### src/rtl/tgr_pkg.sv
package tgr_pkg;

	localparam int MAX_FINGERS   = 8;
	localparam int COORD_BITS    = 12;
	localparam int ID_BITS       = 16;
	localparam int IDX_BITS      = $clog2(MAX_FINGERS);
	localparam int TC_BITS       = $clog2(MAX_FINGERS + 1);
	localparam int RAW_BITS      = 8;
	localparam int WIN_BITS      = 13;
	localparam int THR_BITS      = 10;
	localparam int TICK_BITS     = 16;
	localparam int DIR_BITS      = 4;
	localparam int CFG_IDX_BITS  = 3;
	localparam int CFG_DATA_BITS = 16;

	// derived arithmetic widths
	localparam int DX_BITS     = COORD_BITS + WIN_BITS;
	localparam int SQ_BITS     = 2 * DX_BITS + 1;
	localparam int RT_BITS     = THR_BITS + COORD_BITS;
	localparam int SUM_BITS    = COORD_BITS + TC_BITS;
	localparam int REM_BITS    = TC_BITS + 1;
	localparam int DIVCNT_BITS = $clog2(SUM_BITS);
	localparam int MAX_RES     = 4;
	localparam int NRES_BITS   = 3;

	typedef enum logic [1:0] {
		ACT_DOWN,
		ACT_MOTION,
		ACT_UP,
		ACT_TICK
	} action_t;

	typedef enum logic [2:0] {
		K_MOVE,
		K_PRESS,
		K_RELEASE,
		K_SCROLL,
		K_RERAISE
	} kind_t;

	typedef enum logic [2:0] {
		G_IDLE,
		G_PENDING,
		G_TWO,
		G_PANNING,
		G_DRAGGING,
		G_CANCELLED
	} gesture_t;

	localparam logic [DIR_BITS-1:0] DIR_NONE = 4'd0;
	localparam logic [DIR_BITS-1:0] DIR_N    = 4'd1;
	localparam logic [DIR_BITS-1:0] DIR_NE   = 4'd2;
	localparam logic [DIR_BITS-1:0] DIR_E    = 4'd3;
	localparam logic [DIR_BITS-1:0] DIR_SE   = 4'd4;
	localparam logic [DIR_BITS-1:0] DIR_S    = 4'd5;
	localparam logic [DIR_BITS-1:0] DIR_SW   = 4'd6;
	localparam logic [DIR_BITS-1:0] DIR_W    = 4'd7;
	localparam logic [DIR_BITS-1:0] DIR_NW   = 4'd8;

	localparam logic BTN_LEFT  = 1'b0;
	localparam logic BTN_RIGHT = 1'b1;

	localparam logic [CFG_IDX_BITS-1:0] CFG_WIN_W      = 3'd0;
	localparam logic [CFG_IDX_BITS-1:0] CFG_WIN_H      = 3'd1;
	localparam logic [CFG_IDX_BITS-1:0] CFG_DRAG_THR   = 3'd2;
	localparam logic [CFG_IDX_BITS-1:0] CFG_TWO_THR    = 3'd3;
	localparam logic [CFG_IDX_BITS-1:0] CFG_PAN_STEP   = 3'd4;
	localparam logic [CFG_IDX_BITS-1:0] CFG_IDLE_TICKS = 3'd5;

	typedef struct packed {
		logic [ID_BITS-1:0]    id;
		logic [COORD_BITS-1:0] down_x;
		logic [COORD_BITS-1:0] down_y;
		logic [COORD_BITS-1:0] cur_x;
		logic [COORD_BITS-1:0] cur_y;
	} finger_t;

	typedef struct packed {
		kind_t                 kind;
		logic                  button;
		logic [COORD_BITS-1:0] x;
		logic [COORD_BITS-1:0] y;
		logic                  on;
		logic [DIR_BITS-1:0]   dir;
	} result_t;

	function automatic result_t mk_res(kind_t k, logic btn, logic [COORD_BITS-1:0] x,
			logic [COORD_BITS-1:0] y, logic on, logic [DIR_BITS-1:0] dir);
		result_t r;
		r.kind   = k;
		r.button = btn;
		r.x      = x;
		r.y      = y;
		r.on     = on;
		r.dir    = dir;
		return r;
	endfunction

	function automatic logic [COORD_BITS-1:0] absdiff(logic [COORD_BITS-1:0] a,
			logic [COORD_BITS-1:0] b);
		return (a > b) ? (a - b) : (b - a);
	endfunction

endpackage

### src/rtl/touch_gesture_recognizer_top.sv
// channel   | handshake            | payload
// ----------+----------------------+------------------------------------------------
// input     | in_valid / in_ready  | action, direct_device, finger_id, touch_x, touch_y
// output    | out_valid / out_ready| kind, button, pos_x, pos_y, scroll_on, scroll_dir, last
// config    | cfg_wr_en            | cfg_index, cfg_data
//
// One event at a time over n tracked fingers: a tick or a plain down is handled directly,
// the third finger down walks the centroid and runs the 16-step divider, and a motion
// while panning does an id search and a centroid sum (each a table walk over the single
// read port), the 16-step divider and 5 distance steps.
// Each result then passes through the output register.
// Reset clears control state at once; the finger table needs no clearing pass.
// A stalled output holds the result register; a new event is taken once the
// previous one has handed all of its results to the output register.
module touch_gesture_recognizer_top (
	input  logic                              clk,
	input  logic                              arst_n,
	input  logic                              cfg_wr_en,
	input  logic [tgr_pkg::CFG_IDX_BITS-1:0]  cfg_index,
	input  logic [tgr_pkg::CFG_DATA_BITS-1:0] cfg_data,
	input  logic                              in_valid,
	output logic                              in_ready,
	input  logic [1:0]                        action,
	input  logic                              direct_device,
	input  logic [tgr_pkg::ID_BITS-1:0]       finger_id,
	input  logic [tgr_pkg::COORD_BITS-1:0]    touch_x,
	input  logic [tgr_pkg::COORD_BITS-1:0]    touch_y,
	output logic                              out_valid,
	input  logic                              out_ready,
	output logic [2:0]                        kind,
	output logic                              button,
	output logic [tgr_pkg::COORD_BITS-1:0]    pos_x,
	output logic [tgr_pkg::COORD_BITS-1:0]    pos_y,
	output logic                              scroll_on,
	output logic [tgr_pkg::DIR_BITS-1:0]      scroll_dir,
	output logic                              last
);
	import tgr_pkg::*;

	typedef enum logic [4:0] {
		S_IDLE,
		S_DECODE,
		S_FIND_RD,
		S_FIND_CHK,
		S_AFTER_FIND,
		S_CEN_RD,
		S_CEN_ADD,
		S_DIV,
		S_CEN_DONE,
		S_DIST,
		S_M_PEND,
		S_M_TWO,
		S_M_PAN,
		S_LEFT_RD,
		S_LEFT_CHK,
		S_U_TWO,
		S_SHIFT_RD,
		S_SHIFT_WR,
		S_LIFT_END,
		S_DRAIN
	} state_t;

	// finger table memory
	finger_t ftab [MAX_FINGERS];
	finger_t rd_q;
	finger_t wr_data;
	logic    wr_en;
	logic [IDX_BITS-1:0] wr_addr;
	logic [IDX_BITS-1:0] rd_addr;

	state_t   state_q;
	gesture_t gest_q;
	logic [RAW_BITS-1:0]   raw_q;
	logic [TC_BITS-1:0]    tc_q;
	logic [COORD_BITS-1:0] ppx_q, ppy_q;
	logic [TICK_BITS-1:0]  idle_q;
	logic                  sact_q;
	logic [DIR_BITS-1:0]   sdir_q;

	logic [WIN_BITS-1:0]  win_w_q, win_h_q;
	logic [THR_BITS-1:0]  drag_thr_q, two_thr_q, pan_step_q;
	logic [TICK_BITS-1:0] idle_ticks_q;

	action_t               act_q;
	logic                  dev_q;
	logic [ID_BITS-1:0]    fid_q;
	logic [COORD_BITS-1:0] tx_q, ty_q;

	logic [TC_BITS-1:0]  walk_q;
	logic                found_q;
	logic [IDX_BITS-1:0] fidx_q;
	finger_t             ent_q;
	logic [COORD_BITS-1:0] lx_q, ly_q;

	logic [SUM_BITS-1:0]    sx_q, sy_q;
	logic [SUM_BITS-1:0]    dvx_q, dvy_q;
	logic [REM_BITS-1:0]    remx_q, remy_q;
	logic [DIVCNT_BITS-1:0] divcnt_q;

	logic [COORD_BITS-1:0] dax_q, day_q, dbx_q, dby_q;
	logic [THR_BITS-1:0]   dthr_q;
	logic                  dstrict_q;
	state_t                dret_q;
	logic [2:0]            dstep_q;
	logic [DX_BITS-1:0]    ex_q, ey_q;
	logic [SQ_BITS-1:0]    acc_q;
	logic                  dres_q;

	result_t res_q [MAX_RES];
	logic [NRES_BITS-1:0] nres_q, oidx_q;
	logic    out_valid_q;
	result_t out_q;
	logic    out_last_q;

	// combinational helpers
	logic [TC_BITS-1:0]    walk_nx;
	logic [RAW_BITS-1:0]   raw_inc;
	logic [TICK_BITS-1:0]  idle_inc;
	logic [RT_BITS-1:0]    rthr;
	logic [DX_BITS-1:0]    mul_a, mul_b;
	logic [2*DX_BITS-1:0]  mul_p;
	logic [REM_BITS-1:0]   remx_sh, remy_sh;
	logic [SUM_BITS-1:0]   dvx_sh, dvy_sh;
	logic [DIR_BITS-1:0]   pan_dir;
	logic                  had_scroll;

	assign walk_nx  = walk_q + 1'b1;
	assign raw_inc  = (raw_q == '1) ? raw_q : raw_q + 1'b1;
	assign idle_inc = (idle_q == '1) ? idle_q : idle_q + 1'b1;
	assign rthr     = {dthr_q, {COORD_BITS{1'b0}}} - RT_BITS'(dthr_q);
	assign had_scroll = sact_q || (sdir_q != DIR_NONE);

	// shared distance multiplier operands
	always_comb begin
		case (dstep_q)
			3'd0: begin
				mul_a = DX_BITS'(absdiff(dax_q, dbx_q));
				mul_b = DX_BITS'(win_w_q);
			end
			3'd1: begin
				mul_a = DX_BITS'(absdiff(day_q, dby_q));
				mul_b = DX_BITS'(win_h_q);
			end
			3'd2: begin
				mul_a = ex_q;
				mul_b = ex_q;
			end
			3'd3: begin
				mul_a = ey_q;
				mul_b = ey_q;
			end
			default: begin
				mul_a = DX_BITS'(rthr);
				mul_b = DX_BITS'(rthr);
			end
		endcase
		mul_p = mul_a * mul_b;
	end

	// one restoring division step for both centroid axes
	always_comb begin
		remx_sh = {remx_q[REM_BITS-2:0], dvx_q[SUM_BITS-1]};
		remy_sh = {remy_q[REM_BITS-2:0], dvy_q[SUM_BITS-1]};
		dvx_sh  = {dvx_q[SUM_BITS-2:0], 1'b0};
		dvy_sh  = {dvy_q[SUM_BITS-2:0], 1'b0};
		if (remx_sh >= REM_BITS'(tc_q)) begin
			remx_sh   = remx_sh - REM_BITS'(tc_q);
			dvx_sh[0] = 1'b1;
		end
		if (remy_sh >= REM_BITS'(tc_q)) begin
			remy_sh   = remy_sh - REM_BITS'(tc_q);
			dvy_sh[0] = 1'b1;
		end
	end

	// pan direction from the scaled centroid deltas
	always_comb begin
		logic [DX_BITS+2:0] x5, y5, x2, y2;
		logic [DIR_BITS-1:0] hdir, vdir;
		x5 = (DX_BITS+3)'(ex_q) * 3'd5;
		y5 = (DX_BITS+3)'(ey_q) * 3'd5;
		x2 = {2'b00, ex_q, 1'b0};
		y2 = {2'b00, ey_q, 1'b0};
		hdir = DIR_NONE;
		vdir = DIR_NONE;
		if (x5 > y2)
			hdir = (dbx_q > dax_q) ? DIR_W : DIR_E;
		if (y5 > x2)
			vdir = (dby_q > day_q) ? DIR_N : DIR_S;
		if (hdir == DIR_E)
			pan_dir = (vdir == DIR_N) ? DIR_NE : ((vdir == DIR_S) ? DIR_SE : DIR_E);
		else if (hdir == DIR_W)
			pan_dir = (vdir == DIR_N) ? DIR_NW : ((vdir == DIR_S) ? DIR_SW : DIR_W);
		else if (vdir != DIR_NONE)
			pan_dir = vdir;
		else
			pan_dir = sdir_q;
	end

	// table port control
	always_comb begin
		wr_en   = 1'b0;
		wr_addr = tc_q[IDX_BITS-1:0];
		wr_data = '{id: fid_q, down_x: tx_q, down_y: ty_q, cur_x: tx_q, cur_y: ty_q};
		rd_addr = walk_q[IDX_BITS-1:0];
		case (state_q)
			S_DECODE: begin
				wr_en = (act_q == ACT_DOWN) && dev_q && (tc_q < TC_BITS'(MAX_FINGERS));
			end
			S_AFTER_FIND: begin
				wr_en   = (act_q == ACT_MOTION) && found_q;
				wr_addr = fidx_q;
				wr_data = ent_q;
				wr_data.cur_x = tx_q;
				wr_data.cur_y = ty_q;
			end
			S_SHIFT_RD: begin
				rd_addr = walk_nx[IDX_BITS-1:0];
			end
			S_SHIFT_WR: begin
				wr_en   = 1'b1;
				wr_addr = walk_q[IDX_BITS-1:0];
				wr_data = rd_q;
			end
			default: ;
		endcase
	end

	always_ff @(posedge clk) begin
		if (wr_en)
			ftab[wr_addr] <= wr_data;
		rd_q <= ftab[rd_addr];
	end

	// sequencer, gesture state and output register
	always_ff @(posedge clk or negedge arst_n) begin
		if (!arst_n) begin
			state_q      <= S_IDLE;
			gest_q       <= G_IDLE;
			raw_q        <= '0;
			tc_q         <= '0;
			ppx_q        <= '0;
			ppy_q        <= '0;
			idle_q       <= '0;
			sact_q       <= 1'b0;
			sdir_q       <= DIR_NONE;
			win_w_q      <= WIN_BITS'(1024);
			win_h_q      <= WIN_BITS'(768);
			drag_thr_q   <= THR_BITS'(10);
			two_thr_q    <= THR_BITS'(10);
			pan_step_q   <= THR_BITS'(8);
			idle_ticks_q <= TICK_BITS'(100);
			act_q        <= ACT_TICK;
			dev_q        <= 1'b0;
			fid_q        <= '0;
			tx_q         <= '0;
			ty_q         <= '0;
			walk_q       <= '0;
			found_q      <= 1'b0;
			fidx_q       <= '0;
			ent_q        <= '0;
			lx_q         <= '0;
			ly_q         <= '0;
			sx_q         <= '0;
			sy_q         <= '0;
			dvx_q        <= '0;
			dvy_q        <= '0;
			remx_q       <= '0;
			remy_q       <= '0;
			divcnt_q     <= '0;
			dax_q        <= '0;
			day_q        <= '0;
			dbx_q        <= '0;
			dby_q        <= '0;
			dthr_q       <= '0;
			dstrict_q    <= 1'b0;
			dret_q       <= S_IDLE;
			dstep_q      <= '0;
			ex_q         <= '0;
			ey_q         <= '0;
			acc_q        <= '0;
			dres_q       <= 1'b0;
			for (int i = 0; i < MAX_RES; i++)
				res_q[i] <= '0;
			nres_q       <= '0;
			oidx_q       <= '0;
			out_valid_q  <= 1'b0;
			out_q        <= '0;
			out_last_q   <= 1'b0;
		end else begin
			// configuration writes
			if (cfg_wr_en) begin
				case (cfg_index)
					CFG_WIN_W:      win_w_q      <= cfg_data[WIN_BITS-1:0];
					CFG_WIN_H:      win_h_q      <= cfg_data[WIN_BITS-1:0];
					CFG_DRAG_THR:   drag_thr_q   <= cfg_data[THR_BITS-1:0];
					CFG_TWO_THR:    two_thr_q    <= cfg_data[THR_BITS-1:0];
					CFG_PAN_STEP:   pan_step_q   <= cfg_data[THR_BITS-1:0];
					CFG_IDLE_TICKS: idle_ticks_q <= cfg_data[TICK_BITS-1:0];
					default: ;
				endcase
			end

			// output transfer frees the register
			if (out_valid_q && out_ready)
				out_valid_q <= 1'b0;

			case (state_q)
				S_IDLE: begin
					if (in_valid) begin
						act_q   <= action_t'(action);
						dev_q   <= direct_device;
						fid_q   <= finger_id;
						tx_q    <= touch_x;
						ty_q    <= touch_y;
						nres_q  <= '0;
						oidx_q  <= '0;
						found_q <= 1'b0;
						walk_q  <= '0;
						state_q <= S_DECODE;
					end
				end

				S_DECODE: begin
					state_q <= S_DRAIN;
					if (act_q == ACT_TICK) begin
						if (gest_q == G_PANNING) begin
							idle_q <= idle_inc;
							if (sact_q && (idle_inc > idle_ticks_q)) begin
								sact_q   <= 1'b0;
								res_q[0] <= mk_res(K_SCROLL, BTN_LEFT, '0, '0, 1'b0, sdir_q);
								nres_q   <= NRES_BITS'(1);
							end
						end
					end else if (dev_q) begin
						case (act_q)
							ACT_DOWN: begin
								raw_q <= raw_inc;
								if (tc_q < TC_BITS'(MAX_FINGERS))
									tc_q <= tc_q + 1'b1;
								if (raw_inc == RAW_BITS'(1)) begin
									gest_q <= G_PENDING;
								end else if (raw_inc == RAW_BITS'(2)) begin
									gest_q <= G_TWO;
								end else if (raw_inc == RAW_BITS'(3)) begin
									gest_q  <= G_PANNING;
									idle_q  <= '0;
									sx_q    <= '0;
									sy_q    <= '0;
									state_q <= S_CEN_RD;
								end else begin
									gest_q <= G_CANCELLED;
								end
							end
							default: begin
								if ((act_q == ACT_UP) && (raw_q != '0))
									raw_q <= raw_q - 1'b1;
								state_q <= (tc_q == '0) ? S_AFTER_FIND : S_FIND_RD;
							end
						endcase
					end
				end

				// first matching id in the table
				S_FIND_RD: begin
					state_q <= S_FIND_CHK;
				end

				S_FIND_CHK: begin
					if (rd_q.id == fid_q) begin
						found_q <= 1'b1;
						fidx_q  <= walk_q[IDX_BITS-1:0];
						ent_q   <= rd_q;
						state_q <= S_AFTER_FIND;
					end else if (walk_nx >= tc_q) begin
						state_q <= S_AFTER_FIND;
					end else begin
						walk_q  <= walk_nx;
						state_q <= S_FIND_RD;
					end
				end

				S_AFTER_FIND: begin
					state_q <= S_DRAIN;
					if (act_q == ACT_MOTION) begin
						case (gest_q)
							G_PENDING, G_TWO: begin
								if (found_q) begin
									dax_q     <= ent_q.down_x;
									day_q     <= ent_q.down_y;
									dbx_q     <= tx_q;
									dby_q     <= ty_q;
									dthr_q    <= (gest_q == G_PENDING) ? drag_thr_q : two_thr_q;
									dstrict_q <= 1'b1;
									dret_q    <= (gest_q == G_PENDING) ? S_M_PEND : S_M_TWO;
									dstep_q   <= '0;
									state_q   <= S_DIST;
								end
							end
							G_DRAGGING: begin
								if (found_q) begin
									res_q[0] <= mk_res(K_MOVE, BTN_LEFT, tx_q, ty_q, 1'b0, DIR_NONE);
									nres_q   <= NRES_BITS'(1);
								end
							end
							G_PANNING: begin
								walk_q  <= '0;
								sx_q    <= '0;
								sy_q    <= '0;
								state_q <= S_CEN_RD;
							end
							default: ;
						endcase
					end else begin
						// finger lift
						walk_q  <= TC_BITS'(fidx_q);
						state_q <= found_q ? S_SHIFT_RD : S_LIFT_END;
						case (gest_q)
							G_PENDING: begin
								res_q[0] <= mk_res(K_MOVE, BTN_LEFT,
									found_q ? ent_q.down_x : tx_q,
									found_q ? ent_q.down_y : ty_q, 1'b0, DIR_NONE);
								res_q[1] <= mk_res(K_PRESS, BTN_LEFT,
									found_q ? ent_q.down_x : tx_q,
									found_q ? ent_q.down_y : ty_q, 1'b0, DIR_NONE);
								res_q[2] <= mk_res(K_RELEASE, BTN_LEFT,
									found_q ? ent_q.down_x : tx_q,
									found_q ? ent_q.down_y : ty_q, 1'b0, DIR_NONE);
								res_q[3] <= mk_res(K_RERAISE, BTN_LEFT, '0, '0, 1'b0, DIR_NONE);
								nres_q   <= NRES_BITS'(4);
								gest_q   <= G_CANCELLED;
							end
							G_DRAGGING: begin
								res_q[0] <= mk_res(K_MOVE, BTN_LEFT,
									found_q ? ent_q.cur_x : tx_q,
									found_q ? ent_q.cur_y : ty_q, 1'b0, DIR_NONE);
								res_q[1] <= mk_res(K_RELEASE, BTN_LEFT,
									found_q ? ent_q.cur_x : tx_q,
									found_q ? ent_q.cur_y : ty_q, 1'b0, DIR_NONE);
								nres_q   <= NRES_BITS'(2);
								gest_q   <= G_CANCELLED;
							end
							G_TWO: begin
								lx_q <= tx_q;
								ly_q <= ty_q;
								if (tc_q != '0) begin
									walk_q  <= '0;
									state_q <= S_LEFT_RD;
								end else begin
									state_q <= S_U_TWO;
								end
							end
							G_PANNING: begin
								sact_q   <= 1'b0;
								sdir_q   <= DIR_NONE;
								res_q[0] <= mk_res(K_SCROLL, BTN_LEFT, '0, '0, 1'b0, DIR_NONE);
								nres_q   <= NRES_BITS'(1);
								gest_q   <= G_CANCELLED;
							end
							default: ;
						endcase
					end
				end

				// leftmost tracked finger for the right click
				S_LEFT_RD: begin
					state_q <= S_LEFT_CHK;
				end

				S_LEFT_CHK: begin
					if ((walk_q == '0) || (rd_q.cur_x < lx_q)) begin
						lx_q <= rd_q.cur_x;
						ly_q <= rd_q.cur_y;
					end
					if (walk_nx >= tc_q) begin
						state_q <= S_U_TWO;
					end else begin
						walk_q  <= walk_nx;
						state_q <= S_LEFT_RD;
					end
				end

				S_U_TWO: begin
					res_q[0] <= mk_res(K_MOVE, BTN_LEFT, lx_q, ly_q, 1'b0, DIR_NONE);
					res_q[1] <= mk_res(K_PRESS, BTN_RIGHT, lx_q, ly_q, 1'b0, DIR_NONE);
					res_q[2] <= mk_res(K_RELEASE, BTN_RIGHT, lx_q, ly_q, 1'b0, DIR_NONE);
					nres_q   <= NRES_BITS'(3);
					gest_q   <= G_CANCELLED;
					walk_q   <= TC_BITS'(fidx_q);
					state_q  <= found_q ? S_SHIFT_RD : S_LIFT_END;
				end

				// close the gap left by the lifted finger
				S_SHIFT_RD: begin
					if (walk_nx < tc_q) begin
						state_q <= S_SHIFT_WR;
					end else begin
						tc_q    <= tc_q - 1'b1;
						state_q <= S_LIFT_END;
					end
				end

				S_SHIFT_WR: begin
					walk_q  <= walk_nx;
					state_q <= S_SHIFT_RD;
				end

				S_LIFT_END: begin
					if (raw_q == '0) begin
						tc_q   <= '0;
						sact_q <= 1'b0;
						sdir_q <= DIR_NONE;
						gest_q <= G_IDLE;
						if (had_scroll && (nres_q < NRES_BITS'(MAX_RES))) begin
							res_q[nres_q[1:0]] <= mk_res(K_SCROLL, BTN_LEFT, '0, '0, 1'b0,
								DIR_NONE);
							nres_q <= nres_q + 1'b1;
						end
					end
					state_q <= S_DRAIN;
				end

				// centroid sum over the table
				S_CEN_RD: begin
					state_q <= (tc_q == '0) ? S_CEN_DONE : S_CEN_ADD;
				end

				S_CEN_ADD: begin
					sx_q <= sx_q + SUM_BITS'(rd_q.cur_x);
					sy_q <= sy_q + SUM_BITS'(rd_q.cur_y);
					if (walk_nx >= tc_q) begin
						dvx_q    <= sx_q + SUM_BITS'(rd_q.cur_x) + SUM_BITS'(tc_q >> 1);
						dvy_q    <= sy_q + SUM_BITS'(rd_q.cur_y) + SUM_BITS'(tc_q >> 1);
						remx_q   <= '0;
						remy_q   <= '0;
						divcnt_q <= '0;
						state_q  <= S_DIV;
					end else begin
						walk_q  <= walk_nx;
						state_q <= S_CEN_RD;
					end
				end

				S_DIV: begin
					dvx_q    <= dvx_sh;
					dvy_q    <= dvy_sh;
					remx_q   <= remx_sh;
					remy_q   <= remy_sh;
					divcnt_q <= divcnt_q + 1'b1;
					if (divcnt_q == DIVCNT_BITS'(SUM_BITS - 1))
						state_q <= S_CEN_DONE;
				end

				S_CEN_DONE: begin
					state_q <= S_DRAIN;
					if (tc_q != '0) begin
						if (act_q == ACT_DOWN) begin
							ppx_q <= dvx_q[COORD_BITS-1:0];
							ppy_q <= dvy_q[COORD_BITS-1:0];
						end else begin
							dax_q     <= ppx_q;
							day_q     <= ppy_q;
							dbx_q     <= dvx_q[COORD_BITS-1:0];
							dby_q     <= dvy_q[COORD_BITS-1:0];
							dthr_q    <= pan_step_q;
							dstrict_q <= 1'b0;
							dret_q    <= S_M_PAN;
							dstep_q   <= '0;
							state_q   <= S_DIST;
						end
					end
				end

				// scaled squared distance against squared threshold
				S_DIST: begin
					dstep_q <= dstep_q + 1'b1;
					case (dstep_q)
						3'd0: ex_q  <= mul_p[DX_BITS-1:0];
						3'd1: ey_q  <= mul_p[DX_BITS-1:0];
						3'd2: acc_q <= SQ_BITS'(mul_p);
						3'd3: acc_q <= acc_q + SQ_BITS'(mul_p);
						default: begin
							dres_q  <= dstrict_q ? (acc_q > SQ_BITS'(mul_p))
							                     : (acc_q >= SQ_BITS'(mul_p));
							state_q <= dret_q;
						end
					endcase
				end

				S_M_PEND: begin
					if (dres_q) begin
						res_q[0] <= mk_res(K_MOVE, BTN_LEFT, ent_q.down_x, ent_q.down_y, 1'b0,
							DIR_NONE);
						res_q[1] <= mk_res(K_PRESS, BTN_LEFT, ent_q.down_x, ent_q.down_y, 1'b0,
							DIR_NONE);
						res_q[2] <= mk_res(K_MOVE, BTN_LEFT, tx_q, ty_q, 1'b0, DIR_NONE);
						nres_q   <= NRES_BITS'(3);
						gest_q   <= G_DRAGGING;
					end
					state_q <= S_DRAIN;
				end

				S_M_TWO: begin
					if (dres_q)
						gest_q <= G_CANCELLED;
					state_q <= S_DRAIN;
				end

				S_M_PAN: begin
					if (dres_q) begin
						sdir_q   <= pan_dir;
						sact_q   <= 1'b1;
						ppx_q    <= dbx_q;
						ppy_q    <= dby_q;
						idle_q   <= '0;
						res_q[0] <= mk_res(K_SCROLL, BTN_LEFT, '0, '0, 1'b1, pan_dir);
						nres_q   <= NRES_BITS'(1);
					end
					state_q <= S_DRAIN;
				end

				// hand results to the output register
				S_DRAIN: begin
					if (oidx_q == nres_q) begin
						state_q <= S_IDLE;
					end else if (!out_valid_q || out_ready) begin
						out_q       <= res_q[oidx_q[1:0]];
						out_last_q  <= ((oidx_q + 1'b1) == nres_q);
						out_valid_q <= 1'b1;
						oidx_q      <= oidx_q + 1'b1;
					end
				end

				default: state_q <= S_IDLE;
			endcase
		end
	end

	assign in_ready   = (state_q == S_IDLE);
	assign out_valid  = out_valid_q;
	assign kind       = out_q.kind;
	assign button     = out_q.button;
	assign pos_x      = out_q.x;
	assign pos_y      = out_q.y;
	assign scroll_on  = out_q.on;
	assign scroll_dir = out_q.dir;
	assign last       = out_last_q;

	a_tc_bound: assert property (@(posedge clk) disable iff (!arst_n)
		tc_q <= TC_BITS'(MAX_FINGERS))
		else $error("tracked count above table depth");

	a_idle_empty: assert property (@(posedge clk) disable iff (!arst_n)
		(gest_q == G_IDLE) |-> ((tc_q == '0) && (raw_q == '0)))
		else $error("idle gesture with fingers counted");

	a_res_bound: assert property (@(posedge clk) disable iff (!arst_n)
		nres_q <= NRES_BITS'(MAX_RES))
		else $error("result buffer overrun");

	a_scroll_only: assert property (@(posedge clk) disable iff (!arst_n)
		(out_valid_q && (out_q.kind != K_SCROLL)) |-> (!out_q.on && (out_q.dir == DIR_NONE)))
		else $error("scroll fields set on a non-scroll result");

	a_drain_last: assert property (@(posedge clk) disable iff (!arst_n)
		((state_q == S_DRAIN) && (oidx_q == nres_q) && (nres_q != '0)) |-> out_last_q)
		else $error("final result not marked last");

endmodule
### config.mk
export PLATFORM = sky130hd
export DESIGN_NAME = touch_gesture_recognizer_top
export DESIGN_NICKNAME = d
export VERILOG_FILES = /design/src/rtl/tgr_pkg.sv /design/src/rtl/touch_gesture_recognizer_top.sv
export SDC_FILE = /design/constraint.sdc
export NUM_CORES = 2
export LEC_CHECK = 0
export ABC_AREA = 1
export BUFFER_PORTS_ARGS = -buffer_cell sky130_fd_sc_hd__buf_2
export CORE_MARGIN = 4
export CORE_UTILIZATION = 50
export DETAILED_ROUTE_END_ITERATION = 16
export PLACE_DENSITY = 0.68
export SLEW_MARGIN = 20
export SYNTH_ARGS = -nofsm -noshare
export SYNTH_HDL_FRONTEND = slang
export SYNTH_SLANG_ARGS = --single-unit
export TNS_END_PERCENT = 100
### constraint.sdc
create_clock -name clk -period 20.4 [get_ports clk]
set_input_delay 1.02 -clock clk [delete_from_list [all_inputs] [get_ports clk]]
set_output_delay 1.02 -clock clk [all_outputs]
set_load 0.05 [all_outputs]
After elaboration in Yosys (flattened, before gate mapping)
Memories as Yosys holds them, arrays and structs flattened. A register that Yosys moved wholly into a read port is not among the register bits.
Index checks and enable logic that the tools add are counted.
- equal/unequal tests: 95
- multiplexer cells: 233
- add/sub/neg operators: 22
- bitwise gates (word level): 8
- order comparisons: 19
- reductions and logical operators: 82
- $mul: 3
- operator list (operator ; number):
    two-way mux 12 bit ; 38
    two-way mux 33 bit ; 10
    two-way mux 132 bit ; 2
    case mux 66 bit (4 select lines) ; 1
    two-way mux 16 bit ; 14
    case mux 25 bit (4 select lines) ; 2
    two-way mux 99 bit ; 2
    case mux 33 bit (6 select lines) ; 1
    case mux 12 bit (2 select lines) ; 8
    case mux 33 bit (2 select lines) ; 2
    case mux 64 bit (2 select lines) ; 1
    bitwise AND 124 bit ; 1
    NOT 124 bit ; 1
    two-way mux 3 bit ; 41
    case mux 51 bit (2 select lines) ; 1
    two-way mux 5 bit ; 20
    case mux 33 bit (3 select lines) ; 1
    case mux 16 bit (2 select lines) ; 3
    case mux 16 bit (3 select lines) ; 2
    two-way mux 4 bit ; 22
    case mux 5 bit (17 select lines) ; 1
    inequality test 2 bit (second input constant) ; 37
    binary-select mux 33 bit (select 2 bit) ; 1
    demux 33 bit (select 2 bit) ; 1
    other kinds (96) ; 249
- input bits: 67
- register bits after elaboration: 694
- word-level logic and storage cells: 546
- RAM bits: 512
- memories: 1
- output and inout port bits: 36
- memories (name ; depth ; width ; read ports ; clocked after memory_dff ; wr ports ; line ; RTL):
    ftab ; 8 ; 64 ; 1 ; 1 ; 1 ; touch_gesture_recognizer_top.sv:64 ; finger_t ftab [MAX_FINGERS];

Depth between registers and ports, before layout
- depth in word-level cells: 10
- mapped depth: 62
- mapped depth without buffers: 60

Least setup slack after synthesis
Ideal clock, no wire load.
- kind: register to register
- from: register dstep_q[2]
- to: register dres_q
- clock period less this slack: 9544 ps
- path slack: 10856 ps
- cell stages (with the launch flop): 46
- setup time: 121 ps
- path buffers: 4
- arrival time: 9424 ps
- path through: dfrtp_1 > clkbuf_1 > inv_1 > clkbuf_1 > ha_1 > clkinv_1 > clkbuf_1 > o221ai_1 > nand2_1 > inv_1 > clkbuf_1 > nand2_1 > fa_1 > inv_1 > fa_1 > fa_1 > inv_1 > fa_1 > [... 10 more ...] > o21ai_0 > a21oi_1 > o21ai_0 > nand2_1 > nand2_1 > nand2_1 > nand2_1 > nand2_1 > nand2_1 > inv_1 > ha_1 > nor4_1 > nand3_1 > or4_1 > o211ai_1 > inv_1 > nand2_1 > nand2_1
- word-level cells in the longest chain between the ends: 5
- elaborated cells on any way between the ends: 13
- those cells by class: mul: 1; order compare: 2; eq/ne: 3; mux: 3; bitwise: 1; reduce/logical: 3
- ends and longest elaborated chain (what ; line ; RTL):
    start: declaration ; touch_gesture_recognizer_top.sv:104 ; logic [2:0] dstep_q;
    start signal: assignment ; touch_gesture_recognizer_top.sv:576 ; dstep_q <= dstep_q + 1'b1;
    equality test 3 x 2 -> 1 bit, or another cell as far along ; touch_gesture_recognizer_top.sv:135, touch_gesture_recognizer_top.sv:577 ;
    case mux 25 bit (4 select lines) ; touch_gesture_recognizer_top.sv:135 ; case (dstep_q)
    multiplier 25 x 25 -> 50 bit ; touch_gesture_recognizer_top.sv:157 ; mul_p = mul_a * mul_b;
    greater-or-equal comparator 51 x 50 -> 1 bit or > comparator 51 x 50 -> 1 bit (tied branches) ; touch_gesture_recognizer_top.sv:584, touch_gesture_recognizer_top.sv:583 ;
    two-way mux 1 bit ; touch_gesture_recognizer_top.sv:583 ; dres_q <= dstrict_q ? (acc_q > SQ_BITS'(mul_p))
    end signal: assignment ; touch_gesture_recognizer_top.sv:583 ;
    end: declaration ; touch_gesture_recognizer_top.sv:107 ; logic dres_q;
Parallel ways exist; a longest one is shown, timed or not.
A chain may end at the register's enable or synchronous reset.

Final worst setup path
- from: register dstep_q[1]
- to: register dres_q
Same word-level chain as after synthesis.

==> summary.txt <==
Outcome
  – Outcome: complete, no violations

Synthesis
  – Top_reg_cell synth: dfrtp_1
  – Post-synth ARST share: 0.5457
  – Syn Area/Cell: 8.628 um^2
  – Synth Net Count: 11380
  – Cell area after synthesis: 0.08826 mm^2
  – Synth cell types: 80
  – Post-Synthesis Cells: 10230
  – Yosys reg bits: 1268
  – Post-synthesis sequential area ratio: 0.3851
  – Post-synth EDFFs: 512
  – YS warnings: 0

Routing
  – Routed Antenna Nets: 0
  – Via count: 74430
  – Drt wl/cell: 23.27 um
  – Pre-Repair DR Iteration Count: 7
  – DR iter-0 viols: 7338
  – Drt total wl: 293500 um
  – DRC violations left: 0
  – Vias per cell: 5.901

STA
  – Unrepaired setup endpoints after global routing: false
  – Slew @ Worst Pin: 1.285 ns
  – Final setup vio count: 0
  – Worst Slack Setup Final: 7.092 ns
  – FMAX: 0.07514 GHz
  – Final period util: 0.6524
  – Setup TNS: 0 ns
  – Slew Limit Fails: 0
  – Final hold violation count: 0
  – Min Tclk post-route: 13.31 ns
  – Clock Skew: 0.03307 ns
  – Slew margin rel.: 0.1342

Global routing
  – Tot GR Track Use: 0.3152
  – Vias in the first global route: 74100
  – Initial antenna violation count: 16
  – Largest net degree at the start of global routing: 176
  – Global-route wire length before repair: 446700 um
  – GR Overflow Total: 0

Clock tree
  – H-tree level count: 4
  – CTS tree: done
  – Clk buf depth: 3
  – CTS Sinks: 1268
  – Hold buffer count at CTS: 0
  – Total CTS buffers: 141
  – Post-CTS Setup Bufs: 0
  – Clk_lat worst skew: 0.81 ns
  – Clock-pin slew on the worst setup and hold paths: 0.06 ns
  – CTS resizes: 0
  – Clk root buf: clkbuf_16

Layout
  – Final std cells w/o fill: 12610
  – Area Overhead vs Synth: 8.638%
  – Commonest non-fill, non-tap cell in the layout: nand2_1
  – Layout filler cell count: 15860
  – Commonest cells after routing, fill and taps aside: nand2_1, inv_1, o21ai_0, nor2_1, dfrtp_1
  – NumNets Final: 11310
  – Layout cells sized above 1: 0.05984

Floorplanning
  – Die Ht: 428.1 um
  – Die area: 0.1833 mm^2
  – Core area: 0.1748 mm^2
  – Row cnt: 153
  – I/O pin total: 103
  – Initial Util: 0.5050
  – Die Wd: 428.1 um

Setup path
  – CP required: 21.08 ns
  – Slowest CP cell: o22ai_1
  – Kind of critical path: reg -> reg
  – CP startpoint kind: flip-flop
  – Worst Path Arrival: 13.99 ns
  – CP max FO: 18
  – Max incr delay on CP: 0.91 ns
  – Crit. End Element: flip-flop
  – Most frequent CP cell: nand2_1

Place
  – Port Buf Inserts: 102
  – Placed cell count: 12340
  – DP Wirelength: 209800 um
  – Pre-CTS setup slack: 7.497 ns
  – Routability Congestion: 1.048

Hold path
  – Hold Path Class: in -> async

Job
  – Max Cap Viol: 0
kinds of logic after synthesis:
kind of cell,count (synthesis),share of synthesized area
adder cells (fa/ha/maj),1086,0.1979
XOR/XNOR,186,0.01846
flip-flops,1268,0.3851
multiplexers,10,0.001134
buffers and inverters,1990,0.08719
AND/OR/NAND/NOR,3277,0.1519
AO/OA/AOI/OAI,2412,0.1583
Yosys cell counts (85+ instances only):
master | n | area [um^2]
o22ai_1 | 170 | 1064
dfrtp_1 | 679 | 16990
a31oi_1 | 125 | 782.0
ha_1 | 569 | 7119
inv_1 | 1506 | 5653
a21oi_1 | 550 | 2753
fa_1 | 517 | 10350
edfxtp_1 | 512 | 15370
o211ai_1 | 90 | 675.7
clkbuf_1 | 314 | 1179
buf_2 | 85 | 425.4
nand2_1 | 1775 | 6663
xor2_1 | 122 | 1069
o21ai_0 | 964 | 4825
nor2_1 | 946 | 3551
nand3_1 | 299 | 1496
o21bai_1 | 148 | 1111
critical path: cells and delay by family, from the launching register on:
kind | cells | cell delay [ns]
AO/OA/AOI/OAI | 4 | 1.37
adder cells (fa/ha/maj) | 11 | 5.33
buffers and inverters | 10 | 2.28
flip-flops | 1 | 0.38
AND/OR/NAND/NOR | 21 | 3.80
worst paths after layout:
| kind | from | end | slack (ns) | cells past startpoint |
|---|---|---|---|---|
| setup / recovery | dstep_q[1] | dres_q | 7.09 | 46 |
| hold / removal | arst_n | acc_q[49] | 0.21 | 1 |
| setup reg to reg | dstep_q[1] | dres_q | 7.09 | 46 |
| hold reg to reg | dret_q[3] | dret_q[3] | 0.46 | 2 |
| max in group asynchronous | arst_n | ly_q[11] | 17.06 | 4 |
| min in group clk | out_ready | out_valid | 0.41 | 2 |
routing by layer:
metal / wire length [um] / track usage / vias to the layer above
met3: 24770 / 0.06140 / 973
met1: 112800 / 0.3948 / 36270
met4: 23340 / 0.2119 / 12
met2: 132500 / 0.4964 / 3493
met5: 80 / 0 / -
li1: - / - / 33680
state kept, by name, summed over array words and instances, names as in the netlist, 13 cells and up:
signal and count:
win_w_q 13, ey_q 25, win_h_q 13, dvy_q 16, ent_q 64, acc_q 51, rd_q 64, idle_q 16
sx_q 16, fid_q 16, sy_q 16, dvx_q 16, res_q 132, idle_ticks_q 16, ex_q 25, ftab 512
metrics by stage:
step | instance area, um^2 | util | hold WS [ns]
after CTS | 95830 | 0.5483 | 0.2338
after floorplan | 88260 | - | 0.4229
after detailed placement | 90980 | 0.5206 | 0.4454
after global routing | 95860 | 0.5485 | 0.2561
after global placement | 90970 | 0.5205 | 0.4386
final | 95880 | 0.5486 | 0.2125
area by class of cell:
class                           instances  area (um^2)  share of cell area
Antenna cell                           10        25.02           0.0002610
Clock buffer                          182         3826             0.03990
Clock inverter                         78         1018             0.01062
Inverter                             1553         5837             0.06088
Multi-Input combinational cell       6971        46780              0.4879
Sequential cell                      1268        33990              0.3545
Tap cell                             2325         2909             0.03034
Timing Repair Buffer                  226         1489             0.01553
Power is left out: the tool's default activity adds up to more than one toggle a clock period on the data nets, which glitch-free logic cannot reach.
